--- src/hqpt_pkg.sv ---
// hqpt_pkg: shared types and constants of the hall quadrature position tracker
// no dependencies; used by hqpt_step and the top level

package hqpt_pkg;

  localparam int unsigned WidthW = 14;
  localparam int unsigned PosW   = 16;
  localparam int unsigned CfgW   = 16;

  // number of mismatching samples before a new level is taken
  localparam logic [1:0] DEBOUNCE_COUNT = 2'd3;
  localparam logic [WidthW-1:0] STALL_RESET = 14'd15000;

  // configuration register indexes
  typedef enum logic [1:0] {
    REG_TRAVEL_DIR  = 2'd0,
    REG_POS_MAX     = 2'd1,
    REG_POS_MIN     = 2'd2,
    REG_STALL_LIMIT = 2'd3
  } cfg_reg_t;

  // configuration register set
  typedef struct packed {
    logic              travel_direction;
    logic [PosW-1:0]   position_max;
    logic [PosW-1:0]   position_min;
    logic [WidthW-1:0] stall_limit;
  } cfg_t;

  // tracker state carried from sample to sample
  typedef struct packed {
    logic              accepted_level;
    logic [1:0]        mismatch_count;
    logic [WidthW-1:0] interval_count;
    logic [WidthW-1:0] captured_width;
    logic              direction_bit;
    logic [PosW-1:0]   position_count;
  } state_t;

  // one result
  typedef struct packed {
    logic              edge_seen;
    logic              measured_direction;
    logic [WidthW-1:0] pulse_width;
    logic [PosW-1:0]   position;
    logic              stalled;
  } result_t;

endpackage

--- src/hqpt_step.sv ---
// hqpt_step: next state and result of the tracker for one sensor sample
// depends on hqpt_pkg

module hqpt_step (
  input  hqpt_pkg::cfg_t    cfg,
  input  hqpt_pkg::state_t  state,
  input  logic              hall_a,
  input  logic              hall_b,
  output hqpt_pkg::state_t  state_nxt,
  output hqpt_pkg::result_t result
);

  logic                       stalled;
  logic [hqpt_pkg::WidthW-1:0] interval_inc;
  logic [1:0]                 mismatch_inc;
  logic                       edge_hit;
  logic                       dir_new;

  // interval counter, held once it reaches the stall limit
  always_comb begin
    stalled      = (state.interval_count >= cfg.stall_limit);
    interval_inc = stalled ? state.interval_count
                           : state.interval_count + hqpt_pkg::WidthW'(1);
  end

  // debounce of sensor a; the mismatch count is kept on a matching sample
  always_comb begin
    mismatch_inc = state.mismatch_count + 2'd1;
    edge_hit     = (hall_a != state.accepted_level)
                   && (mismatch_inc >= hqpt_pkg::DEBOUNCE_COUNT);
    dir_new      = hall_a ^ hall_b;
  end

  // state update
  always_comb begin
    state_nxt                = state;
    state_nxt.interval_count = interval_inc;
    if (hall_a != state.accepted_level) begin
      state_nxt.mismatch_count = mismatch_inc;
    end
    if (edge_hit) begin
      state_nxt.mismatch_count = 2'd0;
      state_nxt.direction_bit  = dir_new;
      state_nxt.captured_width = interval_inc;
      state_nxt.interval_count = '0;
      state_nxt.accepted_level = hall_a;
      if (dir_new != cfg.travel_direction) begin
        if (state.position_count < cfg.position_max) begin
          state_nxt.position_count = state.position_count + hqpt_pkg::PosW'(1);
        end
      end else begin
        if (state.position_count > cfg.position_min) begin
          state_nxt.position_count = state.position_count - hqpt_pkg::PosW'(1);
        end
      end
    end
  end

  // result fields
  always_comb begin
    result.edge_seen          = edge_hit;
    result.measured_direction = state_nxt.direction_bit;
    result.pulse_width        = state_nxt.captured_width;
    result.position           = state_nxt.position_count;
    result.stalled            = stalled;
  end

endmodule

--- src/hall_quadrature_position_tracker.sv ---
// Hall quadrature position tracker, top level: config registers, state, result buffering
// depends on hqpt_pkg and hqpt_step
//
// Takes one sample of Hall sensors A and B per request and returns exactly one
// result per request. A new request is accepted every clock cycle while in_ready
// is high; the state update is combinational logic. A two-entry output buffer
// (output register plus skid register) holds the registered results and lets
// one further request be taken while a result waits, so in_ready only drops
// once both entries are full. Configuration writes take effect at the next clock
// edge and are meant to be made while the block is idle. Reset puts all counters
// and flags at zero and the registers at their defaults: travel direction 0,
// position bounds 0 to 65535, stall limit 15000.

module hall_quadrature_position_tracker (
  input  logic        clk,
  input  logic        rst_n,
  // configuration write port
  input  logic        cfg_we,
  input  logic [1:0]  cfg_index,
  input  logic [15:0] cfg_wdata,
  // sensor samples
  input  logic        in_valid,
  output logic        in_ready,
  input  logic        in_hall_a,
  input  logic        in_hall_b,
  // results
  output logic        out_valid,
  input  logic        out_ready,
  output logic        out_edge_seen,
  output logic        out_measured_direction,
  output logic [13:0] out_pulse_width,
  output logic [15:0] out_position,
  output logic        out_stalled
);

  hqpt_pkg::cfg_t    cfg_r;
  hqpt_pkg::state_t  state_r;
  hqpt_pkg::state_t  state_nxt;
  hqpt_pkg::result_t result;
  hqpt_pkg::result_t out_data_r;
  hqpt_pkg::result_t skid_data_r;
  logic              out_valid_r;
  logic              skid_valid_r;
  logic              in_accept;
  logic              out_free;

  // configuration registers
  always_ff @(posedge clk) begin
    if (!rst_n) begin
      cfg_r.travel_direction <= 1'b0;
      cfg_r.position_max     <= '1;
      cfg_r.position_min     <= '0;
      cfg_r.stall_limit      <= hqpt_pkg::STALL_RESET;
    end else if (cfg_we) begin
      case (cfg_index)
        hqpt_pkg::REG_TRAVEL_DIR:  cfg_r.travel_direction <= cfg_wdata[0];
        hqpt_pkg::REG_POS_MAX:     cfg_r.position_max     <= cfg_wdata;
        hqpt_pkg::REG_POS_MIN:     cfg_r.position_min     <= cfg_wdata;
        hqpt_pkg::REG_STALL_LIMIT: cfg_r.stall_limit      <= cfg_wdata[hqpt_pkg::WidthW-1:0];
        default: ;
      endcase
    end
  end

  // per-sample logic
  hqpt_step u_step (
    .cfg       (cfg_r),
    .state     (state_r),
    .hall_a    (in_hall_a),
    .hall_b    (in_hall_b),
    .state_nxt (state_nxt),
    .result    (result)
  );

  assign in_ready  = !skid_valid_r;
  assign in_accept = in_valid && in_ready;
  assign out_free  = out_ready || !out_valid_r;

  // tracker state
  always_ff @(posedge clk) begin
    if (!rst_n) begin
      state_r <= '0;
    end else if (in_accept) begin
      state_r <= state_nxt;
    end
  end

  // output register and skid register
  always_ff @(posedge clk) begin
    if (!rst_n) begin
      out_valid_r  <= 1'b0;
      skid_valid_r <= 1'b0;
    end else if (out_free) begin
      if (skid_valid_r) begin
        out_valid_r  <= 1'b1;
        skid_valid_r <= 1'b0;
      end else begin
        out_valid_r <= in_accept;
      end
    end else if (in_accept) begin
      skid_valid_r <= 1'b1;
    end
  end

  // result payload
  always_ff @(posedge clk) begin
    if (out_free) begin
      if (skid_valid_r) begin
        out_data_r <= skid_data_r;
      end else if (in_accept) begin
        out_data_r <= result;
      end
    end else if (in_accept) begin
      skid_data_r <= result;
    end
  end

  assign out_valid              = out_valid_r;
  assign out_edge_seen          = out_data_r.edge_seen;
  assign out_measured_direction = out_data_r.measured_direction;
  assign out_pulse_width        = out_data_r.pulse_width;
  assign out_position           = out_data_r.position;
  assign out_stalled            = out_data_r.stalled;

endmodule

--- config.mk ---
export PLATFORM = sky130hd
export DESIGN_NAME = hall_quadrature_position_tracker
export DESIGN_NICKNAME = d
export VERILOG_FILES = /design/src/hqpt_pkg.sv /design/src/hqpt_step.sv /design/src/hall_quadrature_position_tracker.sv
export SDC_FILE = /design/constraint.sdc
export NUM_CORES = 1
export LEC_CHECK = 0
export BUFFER_PORTS_ARGS = -buffer_cell sky130_fd_sc_hd__clkbuf_2
export CORE_ASPECT_RATIO = 1.2
export CORE_MARGIN = 5
export CORE_UTILIZATION = 61
export DETAILED_ROUTE_END_ITERATION = 16
export GPL_ROUTABILITY_DRIVEN = 0
export PLACE_DENSITY = 0.84
export REMOVE_ABC_BUFFERS = 1
export SETUP_SLACK_MARGIN = 0.1
export SYNTH_ARGS = -nofsm -noshare
export SYNTH_HDL_FRONTEND = slang
export SYNTH_HIERARCHICAL = 1
export SYNTH_SLANG_ARGS = --single-unit
--- constraint.sdc ---
create_clock -name clk -period 3.2 [get_ports clk]
set_input_delay 0.48 -clock clk [delete_from_list [all_inputs] [get_ports clk]]
set_output_delay 0.48 -clock clk [all_outputs]
set_load 0.02 [all_outputs]
==> results of run 1 <==
==> worst register-to-register path, delay by kind of cell (launching register included) <==
kind / cells / cell delay, ns
flip-flops: 1 / 0.33
multiplexers: 1 / 0.31
XOR/XNOR: 1 / 0.34
adder cells (fa/ha/maj): 1 / 0.30
buffers and inverters: 2 / 0.29
AO/OA/AOI/OAI: 6 / 1.27
==> logic make-up (layout without fill, tap and decap cells) <==
group	after synthesis	count (layout)	share of synthesized area, %
buffers and inverters	128	174	7.620
AOI/OAI and AO/OA	164	164	12.60
muxes	36	36	4.746
xor gates and xnor gates	29	29	3.080
adders and majority gates	49	49	7.222
DFF	163	163	46.22
and+or+nand+nor	349	349	18.51
==> synth_stat cells (2+ instances only) <==
cell and number:
o21ai_0 53, a21boi_1 49, and3_1 11, a21oi_1 18, o2111ai_1 5, o21a_1 2
o22ai_1 3, nand3b_1 4, ha_1 49, o31ai_1 3, clkbuf_1 22, buf_4 37
nor2b_1 2, mux2i_1 2, mux2_2 34, a2111o_1 2, nor2_1 34, edfxtp_1 66
a211oi_1 3, xor2_1 17, o21ai_1 4, nor3b_1 2, o211ai_1 5, or2_2 2
dfxtp_1 97, a31oi_1 3, or3_1 4, nor4_1 4, xnor2_1 11, a21o_1 4
nand3_1 55, inv_1 51, buf_2 15, nand2_1 196, nand4_1 10, and2_1 3
nor3_1 6, a221oi_1 2, or3_4 2, o32ai_1 2, nand2b_1 6
==> flip-flops by register name (all words and copies together) (netlist names) <==
| register | count |
|---|---|
| out_position | 16 |
| out_valid | 1 |
| skid_valid_r | 1 |
| out_pulse_width | 14 |
| out_measured_direction | 1 |
| cfg_r | 47 |
| state_r | 48 |
| skid_data_r | 33 |
| out_stalled | 1 |
| out_edge_seen | 1 |
==> routing by layer <==
| metal | global-route usage, % | vias up | wire [microns] |
|---|---|---|---|
| li1 | - | 3210 | - |
| met5 | 0 | - | 0 |
| met1 | 31.35 | 3123 | 8300 |
| met4 | 9.360 | 0 | 528 |
| met3 | 4.343 | 52 | 1265 |
| met2 | 36.32 | 272 | 8813 |
==> path summary, 6_finish.rpt <==
path / slack, ns / cells past startpoint / to / startpoint
worst max-delay path: 0.13 / 11 / out_pulse_width[6]$_DFFE_PP_ / cfg_r[3]$_SDFFE_PN1P_
worst min-delay path: 0.27 / 3 / cfg_r[35]$_SDFFE_PN1P_ / cfg_wdata[5]
worst max register to register: 0.13 / 11 / out_pulse_width[6]$_DFFE_PP_ / cfg_r[3]$_SDFFE_PN1P_
worst min register to register: 0.46 / 2 / state_r[24]$_SDFFE_PN0P_ / state_r[24]$_SDFFE_PN0P_
==> per-stage QoR <==
stage                     instances  hold WS (ns)
after floorplan                 841        0.4353
after global placement         1101        0.4411
after detailed placement       1101        0.4477
after CTS                      1133        0.2703
after global routing           1135        0.2863
final                          1135        0.2749
==> timing repair <==
action | 4_1_cts | 5_1_grt
setup endpoints to repair | 1 | 7
pin swaps | 0 | 2
gates resized for setup | 1 | 3
setup buffers | 0 | 2
==> where the power goes <==
| group | total (uW) | internal [uW] | leakage, uW | switching [uW] |
|---|---|---|---|---|
| Clock | 1990 | 1050 | 0.000288 | 948 |
| Combinational | 443 | 156 | 0.00232 | 286 |
| Sequential | 2260 | 2230 | 0.00145 | 30.4 |
| Total | 4700 | 3430 | 0.00406 | 1260 |
==> cells in the final DEF, fill, tap and decap left out, drive strengths merged, types with 3 or more instances in the layout <==
cell       n
mux2      34
and3      11
o31ai      3
xor2      17
clkinv     6
nor4       4
o2111ai    5
nand3b     4
a21oi     18
nand2b     7
xnor2     12
nor3       7
ha        49
nand3     55
or3        6
a211oi     3
o21ai     58
edfxtp    66
dfxtp     97
nand2    196
a31oi      3
nand4     11
buf       33
and2       3
inv       59
a21boi    50
o22ai      3
a21o       4
nor2      34
clkbuf    75
o211ai     5
==> layout make-up <==
| cell class | instances | area [sq um] |
|---|---|---|
| clock inverter | 15 | 165.2 |
| fill | 1013 | 4304 |
| multi-input combinational | 627 | 3929 |
| timing repair buffer | 91 | 548.0 |
| inverter | 51 | 191.4 |
| tap | 171 | 214.0 |
| clock buffer | 17 | 425.4 |
| sequential | 163 | 3925 |
==> metrics.txt, run 1 <==
status complete, no violations; post-synth top area share 23.35%; Crit. End Element flop; Initial Util 61.96%; yosys warns 6; Hold WC Path Type in -> reg; detail-routed via count per cell 5.865; Final Critical Period 3.071 ns; WS Path Type reg -> reg; CTS clock-pin slew for the worst setup and hold paths 0.07 ns; Max Fclk 0.3256 GHz; slowest cell on the critical path xor2_1; Pwr Density 499.7 mW/mm^2; vias in the first global route 6349; First-pass DRT Iterations 7; final instance area 0.009398 sq mm; Slew Viols, Final 0; worst slew pin tran 1.034 ns; Synth Cell Area 0.008489 sq mm; Die ar. 0.01639 sq mm; Crit path required time 3.38 ns; Pleak 0.004061 uW; period utilization 95.98%; Seq/Total Area, Yosys 46.22%; dpl ws 0.07982 ns; VDD IR-drop max 0.3451 mV; Routed Antenna Nets 0; Syn-to-layout area delta 10.70%; Main synth FF type dfxtp_1; Final WS setup 0.1287 ns; RSZ-0062 raised after global routing yes; first-pass GRT wire length 31150 microns; hold_buf cts 0; CTS root buf clkbuf_16; top cells by area, synth edfxtp_1 23%, dfxtp_1 23%, nand2_1 8.7%; cts bufs inserted 17; DRT iter0 DRCs 515; Buf+Inv Stages, Crit Path 2; Final nets 1025; Avg Cell Area, Syn 9.248 sq um; worst skew pair latency 0.43 ns; Yosys reg bits 163; DPL Wire Length 12860 microns; Crit path largest cell delay 0.34 ns; Netlist cell types 59; share of layout cells above drive strength 1 17.63%; worst-path fanout max 12; CP top delay family compound AO/OA/AOI/OAI gates; pin count of the biggest net entering global routing 49; # setup viols final 0; TritonCTS clock tree yes; DR WL/cell 16.66 microns; startpoint types flop; Setup Skew 0.007239 ns; critical path arrival 3.25 ns; Syn Inst Count 918; I/O Buffers 59; final hold violations 0; die span in x 117.7 microns; Total GRT Usage 23.00%; antenna violations before repair 0; final WL 18910 microns; site row count 47; Slew HR 30.58%; # DRC 0; critical-path cell list inv_1 > ha_1 > a21o_1 > a211oi_1 > o21ai_1 > a221oi_1 > buf_4 > o2111ai_1 > xor2_1 > o21ai_0 > mux2_2; Setup TNS 0 ns; GRT Residual Overflow 0; Max-cap violations 0; clock sink count 163; n_diodes 0; asr flop ratio synth 0%; Placed Area 0.008783 sq mm; final core occ 68.59%; I/O pins 60; total power 4696 uW; Die H 139.2 microns; Core Region 0.01370 sq mm; Max clock buf depth 2; vias 6657; H-tree Lvls 4; Post-synth EDFFs 66; dominant cell type by area after synthesis edfxtp_1
Power figures use the tool's default switching activity.
==> inputs of run 2 (changes only) <==
--- a/config.mk
+++ b/config.mk
@@ -7,11 +7,10 @@
 export LEC_CHECK = 0
 export BUFFER_PORTS_ARGS = -buffer_cell sky130_fd_sc_hd__clkbuf_2
 export CORE_ASPECT_RATIO = 1.2
-export CORE_MARGIN = 5
-export CORE_UTILIZATION = 61
+export CORE_UTILIZATION = 50
 export DETAILED_ROUTE_END_ITERATION = 16
 export GPL_ROUTABILITY_DRIVEN = 0
-export PLACE_DENSITY = 0.84
+export PLACE_DENSITY = 0.72
 export REMOVE_ABC_BUFFERS = 1
 export SETUP_SLACK_MARGIN = 0.1
 export SYNTH_ARGS = -nofsm -noshare
==> run 2 against run 1 <==
Against the previous run:
- clock power is essentially flat
- cell count grew 3.7%
- sequential cell count did not move
- sequential power barely moved
- worst hold slack better by 0.0047 ns
- critical path type unchanged
- largest cell class unchanged
- largest power group unchanged
==> metrics.txt, run 2 (synthesis gave the netlist of run 1 again) <==
share of layout cells above drive strength 1 17.20% (-0.43 points); worst slew pin tran 0.9396 ns (-0.09428 ns); first-pass GRT wire length 29680 microns (-4.7%); Crit path required time 3.38 ns (about the same); GRT Residual Overflow 0 (unchanged); Setup TNS 0 ns (unchanged); site row count 51 (+8.5%); Pwr Density 497.8 mW/mm^2 (-0.37%); Die ar. 0.01751 sq mm (+6.8%); Initial Util 51.77% (-10 points); max reg flops 48 (unchanged); Non-Filler Instances 1177 (+3.7%); worst skew pair latency 0.43 ns (about the same); Syn-to-layout area delta 11.25%; Routed Antenna Nets 0 (unchanged); WS Path Type reg -> reg; worst-path fanout max 5 (-7); I/O Buffers 59 (unchanged); Slew HR 36.91% (+6.3 points); Die H 144.7 microns (+4.0%); Final Critical Period 2.923 ns (-0.1480 ns); Setup Skew 0.008369 ns (+0.001130 ns); detail-routed via count per cell 5.408 (-7.8%); # DRC 0 (unchanged); Max Fclk 0.3421 GHz (+5.1%); cts bufs inserted 17 (unchanged); antenna violations before repair 0 (unchanged); Max-cap violations 0 (unchanged); commonest non-fill, non-tap cells in the layout 196 x nand2_1, 97 x dfxtp_1, 66 x edfxtp_1; commonest non-fill, non-tap cell in the layout nand2_1; CTS root buf clkbuf_16; Hold WC Path Type in -> reg; Regs by FF count state_r (48), cfg_r (47), skid_data_r (33); Final nets 1026 (+0.098%); Core Region 0.01640 sq mm (+20%); Top reg by flops state_r; vias in the first global route 5798 (-8.7%); final hold violations 0 (unchanged); clock sink count 163 (unchanged); startpoint types flop; VDD IR-drop max 0.3269 mV (-5.3%); n_diodes 0 (unchanged); H-tree Lvls 4 (unchanged); # setup viols final 0 (unchanged); # placed instances 1143 (+3.8%); die span in x 121.0 microns (+2.8%); number of fillers in the final layout 1447 (+43%); First-pass DRT Iterations 5 (-2); Pleak 0.004062 uW (about the same); status complete, no violations; CTS clock-pin slew for the worst setup and hold paths 0.06 ns (about the same); RSZ-0062 raised after global routing yes; DR WL/cell 15.24 microns (-8.5%); Slew Viols, Final 0 (unchanged); Total GRT Usage 21.73% (-1.3 points); DPL Wire Length 12580 microns (-2.2%); TritonCTS clock tree yes; critical path arrival 3.10 ns (-0.15 ns); period utilization 91.35% (-4.6 points); DRT iter0 DRCs 348 (-32%); R2R depth 9 (-2); I/O pins 60 (unchanged); vias 6365 (-4.4%); final WL 17940 microns (-5.1%); pin count of the biggest net entering global routing 49 (unchanged); hold path cells 3 (unchanged); Max clock buf depth 2 (unchanged); total power 4701 uW (+0.12%); Crit. End Element flop
==> run 2: per-layer routing <==
metal | GRT usage, % | vias to the layer above | part of all wire, %
met5 | 0 | - | 0
met4 | 7.732 | 0 | 1.9
met3 | 3.762 | 19 | 4.2
met2 | 32.93 | 159 | 44
met1 | 31.06 | 2977 | 50
li1 | - | 3210 | -
==> run 2: worst paths after layout <==
path                                 start                        end  slack (ns)
setup reg to reg    cfg_r[29]$_SDFFE_PN0P_  out_position[7]$_DFFE_PP_        0.28
hold reg to reg   state_r[25]$_SDFFE_PN0P_   state_r[25]$_SDFFE_PN0P_        0.46
setup / recovery    cfg_r[29]$_SDFFE_PN0P_  out_position[7]$_DFFE_PP_        0.28
hold / removal               cfg_wdata[15]     cfg_r[45]$_SDFFE_PN1P_        0.28
==> run 2: power by group <==
group	total (uW)	internal (uW)	leakage (uW)	switching (uW)
sequential	2260	2230	0.00145	29.6
clock	2000	1170	0.000280	829
combinational	442	158	0.00233	284
total	4700	3560	0.00406	1140
==> run 2: repair_timing <==
action / CTS / global route
hold buffers: 0 / 0
buffers inserted: 0 / 2
resized for setup: 0 / 2
setup endpoints to repair: 0 / 15
==> run 2: critical path, stage by stage (launching register included) <==
cell      delay, ns
dfxtp_1        0.33
inv_1          0.04
ha_1           0.33
nand4_2        0.16
a2111o_1       0.43
a311o_2        0.47
o21ai_4        0.17
a21boi_1       0.08
or3_1          0.39
mux2_2         0.28
==> run 2: layout make-up <==
type	count	area, sq um	share of cell area, %
timing repair buffer	92	555.5	5.882
multi-input combinational	627	3928	41.59
tap	212	265.3	2.809
clock buffer	23	490.5	5.193
clock inverter	9	90.09	0.9539
sequential	163	3924	41.55
inverter	51	191.4	2.027
==> run 2: through the flow <==
step	hold WS, ns	area (sq um)	setup WS (ns)	util [%]
floorplan	0.4353	8034	-0.1028	-
global placement	0.4410	8842	0.2271	53.92
detailed placement	0.4479	8842	0.1466	53.92
CTS	0.2681	9423	0.1858	57.46
global route	0.2923	9444	0.07953	57.59
finish	0.2796	9444	0.2767	57.59
